===== src/rtl/fosu_pkg.sv =====
// ---------------------------------------------------------------------------
// fosu_pkg
// Types and constants of the fermion operator sign unit.
// ---------------------------------------------------------------------------
package fosu_pkg;

  // Width of an occupation string
  localparam int unsigned OCC_W = 64;
  // Partial parity groups in the first reduction stage
  localparam int unsigned PAR_GROUPS = 8;
  localparam int unsigned PAR_GW = OCC_W / PAR_GROUPS;

  // Operation codes; the last one does nothing
  typedef enum logic [1:0] {
    OP_ANNIHILATE = 2'd0,
    OP_CREATE     = 2'd1,
    OP_PHASE      = 2'd2,
    OP_NOP        = 2'd3
  } op_e;

  // Result fields that ride alongside the parity reduction
  typedef struct packed {
    logic [OCC_W-1:0] new_occ;
    logic             apply;
    logic             is_phase;
    logic             sign_in;
  } side_t;

endpackage


===== src/rtl/fermion_operator_sign_unit.sv =====
// ---------------------------------------------------------------------------
// fermion_operator_sign_unit
// Applies a fermionic create or annihilate operator at one site of an
// occupation string, or gives the phase between two strings. The unit takes
// one item per clock cycle (busy stays low) and shows its result on done_o
// once the item has passed its stages: three stages find the site masks
// and the two lowest differing sites, two stages reduce the parity, and one
// registers the result. Results cannot be held off and leave in the order
// the items came in. No clearing pass or other wait follows reset.
// ---------------------------------------------------------------------------
module fermion_operator_sign_unit #(
  parameter int unsigned SITES = 64
) (
  input  logic        clk_i,
  input  logic        rst_ni,
  input  logic        start,
  output logic        busy,
  input  logic [1:0]  opcode_i,
  input  logic [63:0] occupation_i,
  input  logic [63:0] other_occupation_i,
  input  logic [5:0]  site_index_i,
  input  logic        sign_in_negative_i,
  output logic        done_o,
  output logic [63:0] new_occupation_o,
  output logic        success_o,
  output logic        sign_out_negative_o
);

  localparam int unsigned W = fosu_pkg::OCC_W;
  localparam logic [W-1:0] SiteMask =
    (SITES >= W) ? {W{1'b1}} : ((W'(1) << SITES) - W'(1));
  localparam logic [6:0] SiteLimit = 7'(SITES);

  // Stage 1 signals
  fosu_pkg::op_e  op;
  logic [W-1:0]   site_bit, diff_d, d1_d;
  logic           site_ok, is_set, apply_d;
  logic           s1_valid_q;
  fosu_pkg::side_t s1_side_q;
  logic [W-1:0]   s1_occ_q, s1_below_q, s1_diff_q, s1_d1_q;

  // Stage 2 signals
  logic [W-1:0]   rest, d2_d, lo1_d;
  logic           s2_valid_q;
  fosu_pkg::side_t s2_side_q;
  logic [W-1:0]   s2_occ_q, s2_below_q, s2_d2_q, s2_lo1_q;

  // Stage 3 signals
  logic [W-1:0]   between, vec_d;
  logic           s3_valid_q;
  fosu_pkg::side_t s3_side_q;
  logic [W-1:0]   s3_vec_q;

  // Tree outputs and result register
  logic           t_valid;
  logic           t_par;
  fosu_pkg::side_t t_side;
  logic           sign_d;
  logic           done_q;
  logic [W-1:0]   new_occ_q;
  logic           success_q;
  logic           sign_q;

  // Stage 1: decode the site and isolate the lowest differing site
  always_comb begin
    op       = fosu_pkg::op_e'(opcode_i);
    site_bit = W'(1) << site_index_i;
    site_ok  = {1'b0, site_index_i} < SiteLimit;
    is_set   = |(occupation_i & site_bit);
    diff_d   = (occupation_i ^ other_occupation_i) & SiteMask;
    d1_d     = diff_d & (~diff_d + W'(1));
    unique case (op)
      fosu_pkg::OP_ANNIHILATE: apply_d = site_ok & is_set;
      fosu_pkg::OP_CREATE:     apply_d = site_ok & ~is_set;
      fosu_pkg::OP_PHASE:      apply_d = 1'b1;
      fosu_pkg::OP_NOP:        apply_d = 1'b0;
    endcase
  end

  always_ff @(posedge clk_i) begin
    s1_side_q.apply    <= apply_d;
    s1_side_q.is_phase <= (op == fosu_pkg::OP_PHASE);
    s1_side_q.sign_in  <= sign_in_negative_i;
    s1_side_q.new_occ  <= (apply_d && op != fosu_pkg::OP_PHASE) ?
                          (occupation_i ^ site_bit) : occupation_i;
    s1_occ_q           <= occupation_i;
    s1_below_q         <= site_bit - W'(1);
    s1_diff_q          <= diff_d;
    s1_d1_q            <= d1_d;
  end

  // Stage 2: isolate the second differing site, mask up to the first
  always_comb begin
    rest  = s1_diff_q & ~s1_d1_q;
    d2_d  = rest & (~rest + W'(1));
    lo1_d = s1_d1_q | (s1_d1_q - W'(1));
  end

  always_ff @(posedge clk_i) begin
    s2_side_q  <= s1_side_q;
    s2_occ_q   <= s1_occ_q;
    s2_below_q <= s1_below_q;
    s2_d2_q    <= d2_d;
    s2_lo1_q   <= lo1_d;
  end

  // Stage 3: select the bits whose parity sets the sign
  always_comb begin
    between = (s2_d2_q - W'(1)) & ~s2_lo1_q & {W{|s2_d2_q}};
    vec_d   = s2_occ_q & (s2_side_q.is_phase ? between : s2_below_q);
  end

  always_ff @(posedge clk_i) begin
    s3_side_q <= s2_side_q;
    s3_vec_q  <= vec_d;
  end

  // Advance valid bits through the front stages
  always_ff @(posedge clk_i or negedge rst_ni) begin
    if (!rst_ni) begin
      s1_valid_q <= 1'b0;
      s2_valid_q <= 1'b0;
      s3_valid_q <= 1'b0;
    end else begin
      s1_valid_q <= start && !busy;
      s2_valid_q <= s1_valid_q;
      s3_valid_q <= s2_valid_q;
    end
  end

  // Stages 4 and 5: parity reduction
  fosu_parity_tree u_tree (
    .clk_i   (clk_i),
    .rst_ni  (rst_ni),
    .valid_i (s3_valid_q),
    .vec_i   (s3_vec_q),
    .side_i  (s3_side_q),
    .valid_o (t_valid),
    .par_o   (t_par),
    .side_o  (t_side)
  );

  // Stage 6: form the sign and register the result
  assign sign_d = t_side.is_phase ? t_par : (t_side.sign_in ^ (t_side.apply & t_par));

  always_ff @(posedge clk_i or negedge rst_ni) begin
    if (!rst_ni) begin
      done_q <= 1'b0;
    end else begin
      done_q <= t_valid;
    end
  end

  always_ff @(posedge clk_i) begin
    new_occ_q <= t_side.new_occ;
    success_q <= t_side.apply;
    sign_q    <= sign_d;
  end

  assign busy                = 1'b0;
  assign done_o              = done_q;
  assign new_occupation_o    = new_occ_q;
  assign success_o           = success_q;
  assign sign_out_negative_o = sign_q;

endmodule


===== src/rtl/fosu_parity_tree.sv =====
// ---------------------------------------------------------------------------
// fosu_parity_tree
// Two-stage registered parity of a 64-bit vector; side fields travel along.
// ---------------------------------------------------------------------------
module fosu_parity_tree (
  input  logic                       clk_i,
  input  logic                       rst_ni,
  input  logic                       valid_i,
  input  logic [fosu_pkg::OCC_W-1:0] vec_i,
  input  fosu_pkg::side_t            side_i,
  output logic                       valid_o,
  output logic                       par_o,
  output fosu_pkg::side_t            side_o
);

  logic                              valid_a_q;
  logic [fosu_pkg::PAR_GROUPS-1:0]   part_d, part_q;
  fosu_pkg::side_t                   side_a_q;
  logic                              valid_b_q;
  logic                              par_q;
  fosu_pkg::side_t                   side_b_q;

  // Reduce each byte group to one parity bit
  always_comb begin
    for (int g = 0; g < int'(fosu_pkg::PAR_GROUPS); g++) begin
      part_d[g] = ^vec_i[g*fosu_pkg::PAR_GW +: fosu_pkg::PAR_GW];
    end
  end

  // Advance valid bits
  always_ff @(posedge clk_i or negedge rst_ni) begin
    if (!rst_ni) begin
      valid_a_q <= 1'b0;
      valid_b_q <= 1'b0;
    end else begin
      valid_a_q <= valid_i;
      valid_b_q <= valid_a_q;
    end
  end

  // Hold partial and final parities with their side fields
  always_ff @(posedge clk_i) begin
    part_q   <= part_d;
    side_a_q <= side_i;
    par_q    <= ^part_q;
    side_b_q <= side_a_q;
  end

  assign valid_o = valid_b_q;
  assign par_o   = par_q;
  assign side_o  = side_b_q;

endmodule


===== config.mk =====
export PLATFORM = sky130hd
export DESIGN_NAME = fermion_operator_sign_unit
export DESIGN_NICKNAME = d
export VERILOG_FILES = /design/src/rtl/fosu_pkg.sv /design/src/rtl/fermion_operator_sign_unit.sv /design/src/rtl/fosu_parity_tree.sv
export SDC_FILE = /design/constraint.sdc
export NUM_CORES = 1
export LEC_CHECK = 0
export BUFFER_PORTS_ARGS = -buffer_cell sky130_fd_sc_hd__buf_2
export CAP_MARGIN = 20
export CORE_AREA = 2 2 331 333
export CTS_CLUSTER_DIAMETER = 100
export DETAILED_ROUTE_END_ITERATION = 8
export DIE_AREA = 0 0 333 335
export PLACE_DENSITY = 0.49
export SLEW_MARGIN = 20
export SYNTH_ARGS = -nofsm -noshare
export SYNTH_HDL_FRONTEND = slang
export SYNTH_SLANG_ARGS = --single-unit

===== constraint.sdc =====
create_clock -name clk_i -period 4.1 [get_ports clk_i]
set_input_delay 0.82 -clock clk_i [delete_from_list [all_inputs] [get_ports clk_i]]
set_output_delay 0.82 -clock clk_i [all_outputs]
set_load 0.005 [all_outputs]

==> results of run 1 <==
==> layout by cell type, fill, tap and decap left out, types with 10 or more instances in the layout <==
master and count:
buf_4 101, o32ai_1 40, xnor2_1 144, clkinv_2 20
and2_1 47, nor3b_1 27, or3_1 20, bufinv_16 10
nand2b_1 63, inv_1 138, o21bai_1 18, a21oi_1 10
nor4b_1 14, buf_2 205, nand4_1 17, o41ai_1 24
or2_2 11, a21o_1 17, nand3_1 49, xor2_1 76
nor2b_1 21, nor4_1 52, clkbuf_8 21, clkbuf_1 16
nor3_1 87, mux2_2 52, ha_1 51, nor2_1 151
nand3b_1 28, nand2_1 141, mux2i_1 56, dfxtp_1 982
clkbuf_16 103, o21ai_0 78
==> state kept, by name, summed over array words and instances, names as in the netlist, 64 cells and up <==
| name | flops |
|---|---|
| s1_below_q | 64 |
| s3_vec_q | 64 |
| s1_occ_q | 64 |
| s3_side_q | 67 |
| s2_occ_q | 64 |
| u_tree.side_o | 67 |
| new_occupation_o | 64 |
| s1_d1_q | 64 |
| s2_below_q | 64 |
| s1_side_q | 67 |
| u_tree.side_a_q | 67 |
| s2_side_q | 67 |
==> kinds of logic after synthesis <==
group	Yosys count
flops	989
simple gates	770
compound gates	228
xor+xnor	220
buf+inv	206
mux	108
fa+ha+maj	51
other cells	1
==> metal layers <==
layer	up-vias	share of wire [%]	global-route usage, %
li1	9369	-	-
met1	8896	46	18.9
met2	350	47	24.5
met3	124	3.7	2.42
met4	2	2.8	5.18
met5	-	0.015	0
==> path summary, 6_finish.rpt <==
path / startpoint / endpoint / slack [ns] / cells past startpoint
max in group asynchronous: rst_ni / s1_valid_q / 3.48 / 2
hold / removal: sign_in_negative_i / s1_side_q[0] / 0.25 / 1
setup / recovery: site_index_i[2] / s1_side_q[25] / 0.47 / 14
setup reg to reg: s1_d1_q[3] / s2_lo1_q[63] / 0.54 / 8
min in group asynchronous: rst_ni / u_tree.valid_o / 0.48 / 2
hold reg to reg: s2_side_q[28] / s3_side_q[28] / 0.30 / 0
==> stage by stage <==
step,utilization (%),setup WS [ns],TNS [ns],cells,hold WS [ns]
after global routing,34.2,0.385,0,4422,0.212
after floorplan,-,0.0340,0,2574,0.310
after CTS,34.2,0.505,0,4421,0.196
after detailed placement,30.9,-0.154,-4.01,4232,0.312
after global placement,30.9,-0.143,-0.658,4232,0.310
final,34.2,0.474,0,4425,0.252
==> report_power, final <==
| group | total [W] | leakage, nW | switching [W] | internal (W) |
|---|---|---|---|---|
| combinational | 0.00202 | 5.72 | 0.00117 | 0.000854 |
| clock | 0.00949 | 1.73 | 0.00383 | 0.00565 |
| sequential | 0.0108 | 8.29 | 0.000317 | 0.0105 |
==> timing repair <==
item                      4_1_cts  5_1_grt
gates resized for setup         0        0
hold endpoints to repair        6        0
hold buffers                    1        0
==> worst max-delay path: stages <==
cell     delay (ns)
buf_2          0.32
buf_4          0.26
nor3b_1        0.10
and3_1         0.21
ha_1           0.19
nor4_1         0.58
nand4_1        0.17
nor4_1         0.30
nand4_1        0.21
mux2i_1        0.19
buf_12         0.18
nor3_1         0.36
buf_4          0.19
xor2_1         0.12
==> area by class of cell <==
| class | count | area (um2) | area share [%] |
|---|---|---|---|
| sequential | 989 | 19800 | 53.6 |
| multi-input combinational | 1379 | 9440 | 25.5 |
| timing repair buffer | 311 | 1870 | 5.07 |
| tap | 1414 | 1770 | 4.78 |
| clock buffer | 140 | 2930 | 7.91 |
| antenna | 4 | 10.0 | 0.0271 |
| clock inverter | 48 | 602 | 1.63 |
| inverter | 140 | 526 | 1.42 |
==> summary.txt, run 1 <==
Global route
  – Largest net degree at the start of global routing: between 80 and 90
  – First-pass GRT wire length: between 100 and 150 mm
  – Initial antenna violation count: 11
  – Grt total ovfl: 0
  – GRT Overall Usage: about 15%
  – Vias in the first global route: around 19k

Routing
  – First-pass DRT Iterations: 5
  – DRC: 0
  – Avg Vias per Cell: 4.24
  – Total Routed Length: around 80 mm
  – WL/cell: between 15 and 20 um
  – DRT antenna net count: 0
  – DRT iter0 DRCs: just over 900
  – Routed vias: 18.7k

Placed design
  – Hpwl dp: roughly 63 mm
  – # port buffers: 206
  – Area after DPL: between 30,000 and 40,000 um2
  – Final Wtd Congestion: 0.914

STA
  – Worst clock skew: about 0.032 ns
  – Fin. max-slew vios: 0
  – Fmax: roughly 280 MHz
  – Fin crit share: about 88%
  – Minimum clock period: approximately 3.6 ns
  – Slew headroom: between 50 and 60%
  – Final hold vios: 0
  – Worst Tran Pin Value: roughly 0.71 ns
  – RSZ-0062 raised after global routing: no
  – Endpoints failing setup: 0

Synthesis
  – Yosys reg bits: approximately 990
  – Top cells by area, synth: dfxtp_1, xnor2_1, xor2_1
  – Largest family of logic cells by synthesized area: simple AND/OR/NAND/NOR gates
  – Distinct cells, synth: between 60 and 70
  – Adder-cell share of the synthesized area: 2.13%
  – Avg Synthesized Cell Area: roughly 12 um2
  – Synth cell count leaders: dfxtp_1, nor2_1, xnor2_1
  – Warnings from Yosys: 0
  – Synth Flop Type: dfxtp_1
  – Mux cell area share after synthesis: ~3.8%
  – Compound-Gate Fraction of Synth Area: 5.30%
  – Synth top area share: 65.6%
  – Top-count cell post-synth: dfxtp_1
  – Number of synthesized flops with an enable pin: 0
  – Simple-gate portion of the synthesized area: a little over an eighth
  – Area leader, netlist: dfxtp_1
  – Synth Area in XOR/XNOR: about 6.4%
  – Cells after Synth: ~2.6k
  – Sequential fraction of the synthesis area: approximately 66%
  – Synthesized area: about 30,000 um2
  – Asr flop ratio synth: less than 1%

Clocking
  – Clock sinks: ~990
  – Clock Pin Slew Worst Setup and Hold Paths: around 0.06 ns
  – CTS buffer count: roughly 100
  – CTS tree: built
  – Clock Path Buffers: 3
  – Total setup buffers inserted after CTS: 0
  – Skew-Pair Late Insertion Delay: ~0.69 ns
  – Clk root buf: clkbuf_16
  – H-tree depth: 3

Pwr
  – Power density over the cells: slightly above 600 nW/um2
  – Worst VDD drop: roughly 0.27 mV
  – PnR Total Power: ~0.022 W
  – Leakage: roughly 16 nW

Floorplan
  – I/O Pins: ~210
  – Die H: ~340 um
  – Die W: roughly 330 um
  – Starting Density: ~28%
  – Core footprint: approximately 110,000 um2
  – # rows: between 100 and 150
  – Die ar.: ~110,000 um2

Critical path
  – Crit Path Class: input pin to flip-flop
  – Crit start category: input pin
  – CP required: between 4 and 5 ns
  – CP endpoint kind: flip-flop
  – Worst EP arrival: between 4 and 5 ns
  – CP Max Fanout: 15

Final layout
  – Proportion of layout cells with a drive suffix above 1: a little under a fifth
  – FILL cells: roughly 11k
  – Synth-to-layout area growth: 23.2%
  – Final #Nets: around 3.1k
  – Design area: around 37,000 um2

Job
  – Max-cap viol count: 0

Outcome
  – Run status: complete, no violations

Hold path
  – HP Class: input pin to flip-flop
(Power assumes the default switching activity.)
==> inputs of run 2 (changes only) <==
==> constraint.sdc (replaced) <==
create_clock -name clk_i -period 4.55 [get_ports clk_i]
set_input_delay 0.91 -clock clk_i [delete_from_list [all_inputs] [get_ports clk_i]]
set_output_delay 0.91 -clock clk_i [all_outputs]
set_load 0.005 [all_outputs]
==> summary.txt, run 2 (synthesis gave the netlist of run 1 again) <==
Clocking
  – Clk root buf: clkbuf_16
  – H-tree depth: 3
  – Skew-Pair Late Insertion Delay: about 0.7 ns
  – Clock Path Buffers: 3
  – CTS buffer count: 103
  – Hold-fix buffers, CTS: 1
  – Total setup buffers inserted after CTS: 0
  – Resized cells post-CTS: 0
  – Clock Pin Slew Worst Setup and Hold Paths: approximately 0.06 ns
  – Clock sinks: between 900 and 1k
  – CTS tree: built

STA
  – Worst Tran Pin Value: roughly 0.84 ns
  – Slew headroom: 43.5%
  – Fin. max-slew vios: 0
  – Fmax: about 250 MHz
  – Minimum clock period: between 4 and 5 ns
  – Worst clock skew: approximately 0.032 ns
  – RSZ-0062 raised after global routing: no
  – Final hold vios: 0
  – Endpoints failing setup: 0
  – Fin crit share: between 80% and 90%

Critical path
  – Crit start category: input pin
  – CP max-delay cell: nor4_1
  – Worst path max stage delay: 0.51 ns
  – Crit-path cells: buf_2 > buf_4 > or2_2 > or2_2 > inv_1 > ha_1 > nor4_1 > nand4_1 > nor4_1 > nand4_1 > buf_4 > nor2b_4 > buf_4 > mux2i_1 > o21ai_0
  – Crit-path most repeated cell: buf_4
  – Worst EP arrival: 4.57 ns
  – Crit path buffers/inverters: 5
  – CP endpoint kind: flip-flop
  – CP required: ~5.1 ns
  – CP top delay family: simple AND/OR/NAND/NOR gates
  – CP Max Fanout: 29
  – Crit Path Class: input pin to flip-flop

Global route
  – First-pass GRT wire length: 120 mm
  – GRT Overall Usage: roughly 15%
  – Largest net degree at the start of global routing: 77
  – Vias in the first global route: approximately 19k
  – Initial antenna violation count: 10
  – Grt total ovfl: 0

Routing
  – DRT antenna net count: 0
  – DRT iter0 DRCs: 860
  – Total Routed Length: roughly 80 mm
  – WL/cell: roughly 19 um
  – Avg Vias per Cell: between 4 and 5
  – DRC: 0
  – First-pass DRT Iterations: 5
  – Routed vias: between 15k and 20k

Final layout
  – FILL cells: around 11k
  – Multi-input gate area: 9450 um2
  – Most frequent cells in the layout: dfxtp_1, buf_2, nor2_1, xnor2_1, nand2_1
  – Final #Nets: 3,069
  – Synth-to-layout area growth: 22.3%
  – Most common cell after layout, fill and taps aside: dfxtp_1
  – Fin cells: roughly 4.4k
  – Proportion of layout cells with a drive suffix above 1: between 10% and 20%
  – Fin util: between 30% and 40%
  – Register area: about 20,000 um2

Placed design
  – Hpwl dp: just over 60 mm
  – Placed insts: between 4k and 5k
  – Final Wtd Congestion: between 0.9 and 1
  – # port buffers: 206

Pwr
  – Power density over the cells: between 500 and 600 nW/um2
  – Worst VDD drop: between 0.2 and 0.3 mV
  – Leakage: ~16 nW

Outcome
  – Run status: complete, no violations

Floorplan
  – Die W: ~330 um
  – Die H: 335 um
  – Starting Density: 27.8%
  – I/O Pins: 208
  – # rows: roughly 120
  – Die ar.: around 110,000 um2
  – Core footprint: ~110,000 um2

Job
  – Max-cap viol count: 0

Hold path
  – HP Class: flip-flop to flip-flop
run 2: changes by cell type in the layout (fill, tap and decap cells not counted), sizes merged:
| cell | before | now |
|---|---|---|
| buf | 310 | 264 |
| clkbuf | 140 | 154 |
| clkinv | 28 | 18 |
| clkinvlp | 6 | 2 |
| bufinv | 10 | 12 |
| inv | 144 | 145 |
run 2: area by class of cell:
cell class | count | share of cell area (%)
Clock inverter | 37 | 1.42
Timing Repair Buffer | 265 | 4.13
Antenna cell | 4 | 0.0273
Clock buffer | 154 | 8.45
Inverter | 140 | 1.43
Tap cell | 1414 | 4.82
Sequential cell | 989 | 54.0
Multi-Input combinational cell | 1379 | 25.7
run 2: routing by layer:
layer  routed length (um)  up-vias  track usage, %
met1                37500     8824            19.0
met4                 2420        4            5.04
li1                     -     9287               -
met2                38900      386            24.3
met3                 3240      134            2.52
met5                   19        -               0
run 2: path summary, 6_finish.rpt:
kind                       cells past startpoint  slack, ns          endpoint             from
max                                           15       0.49     s1_side_q[14]  site_index_i[3]
min                                            0       0.30       s2_occ_q[0]      s1_occ_q[0]
max reg2reg                                    7       0.86      s2_lo1_q[60]       s1_d1_q[3]
min reg2reg                                    0       0.30       s2_occ_q[0]      s1_occ_q[0]
max in group asynchronous                      2       3.84            done_o           rst_ni
min in group asynchronous                      2       0.58  u_tree.valid_a_q           rst_ni
run 2: where the power goes:
group | internal (W) | switching, W | total [W] | leakage [nW]
Clock | 0.00539 | 0.00341 | 0.00880 | 1.79
Sequential | 0.00947 | 0.000287 | 0.00975 | 8.29
Combinational | 0.000742 | 0.00105 | 0.00179 | 5.50
run 2: stage by stage:
stage	TNS (ns)	power (W)	worst slack [ns]	hold slack [ns]	cell area, um2
2_1_floorplan	0	0.0109	0.0748	0.310	30000
3_3_place_gp	-0.00984	0.0118	-0.00984	0.310	33100
3_5_place_dp	-5.00	0.0118	-0.168	0.312	33100
4_1_cts	0	0.0207	0.556	0.303	36700
5_1_grt	0	0.0212	0.338	0.314	36700
6_report	0	0.0203	0.485	0.300	36700
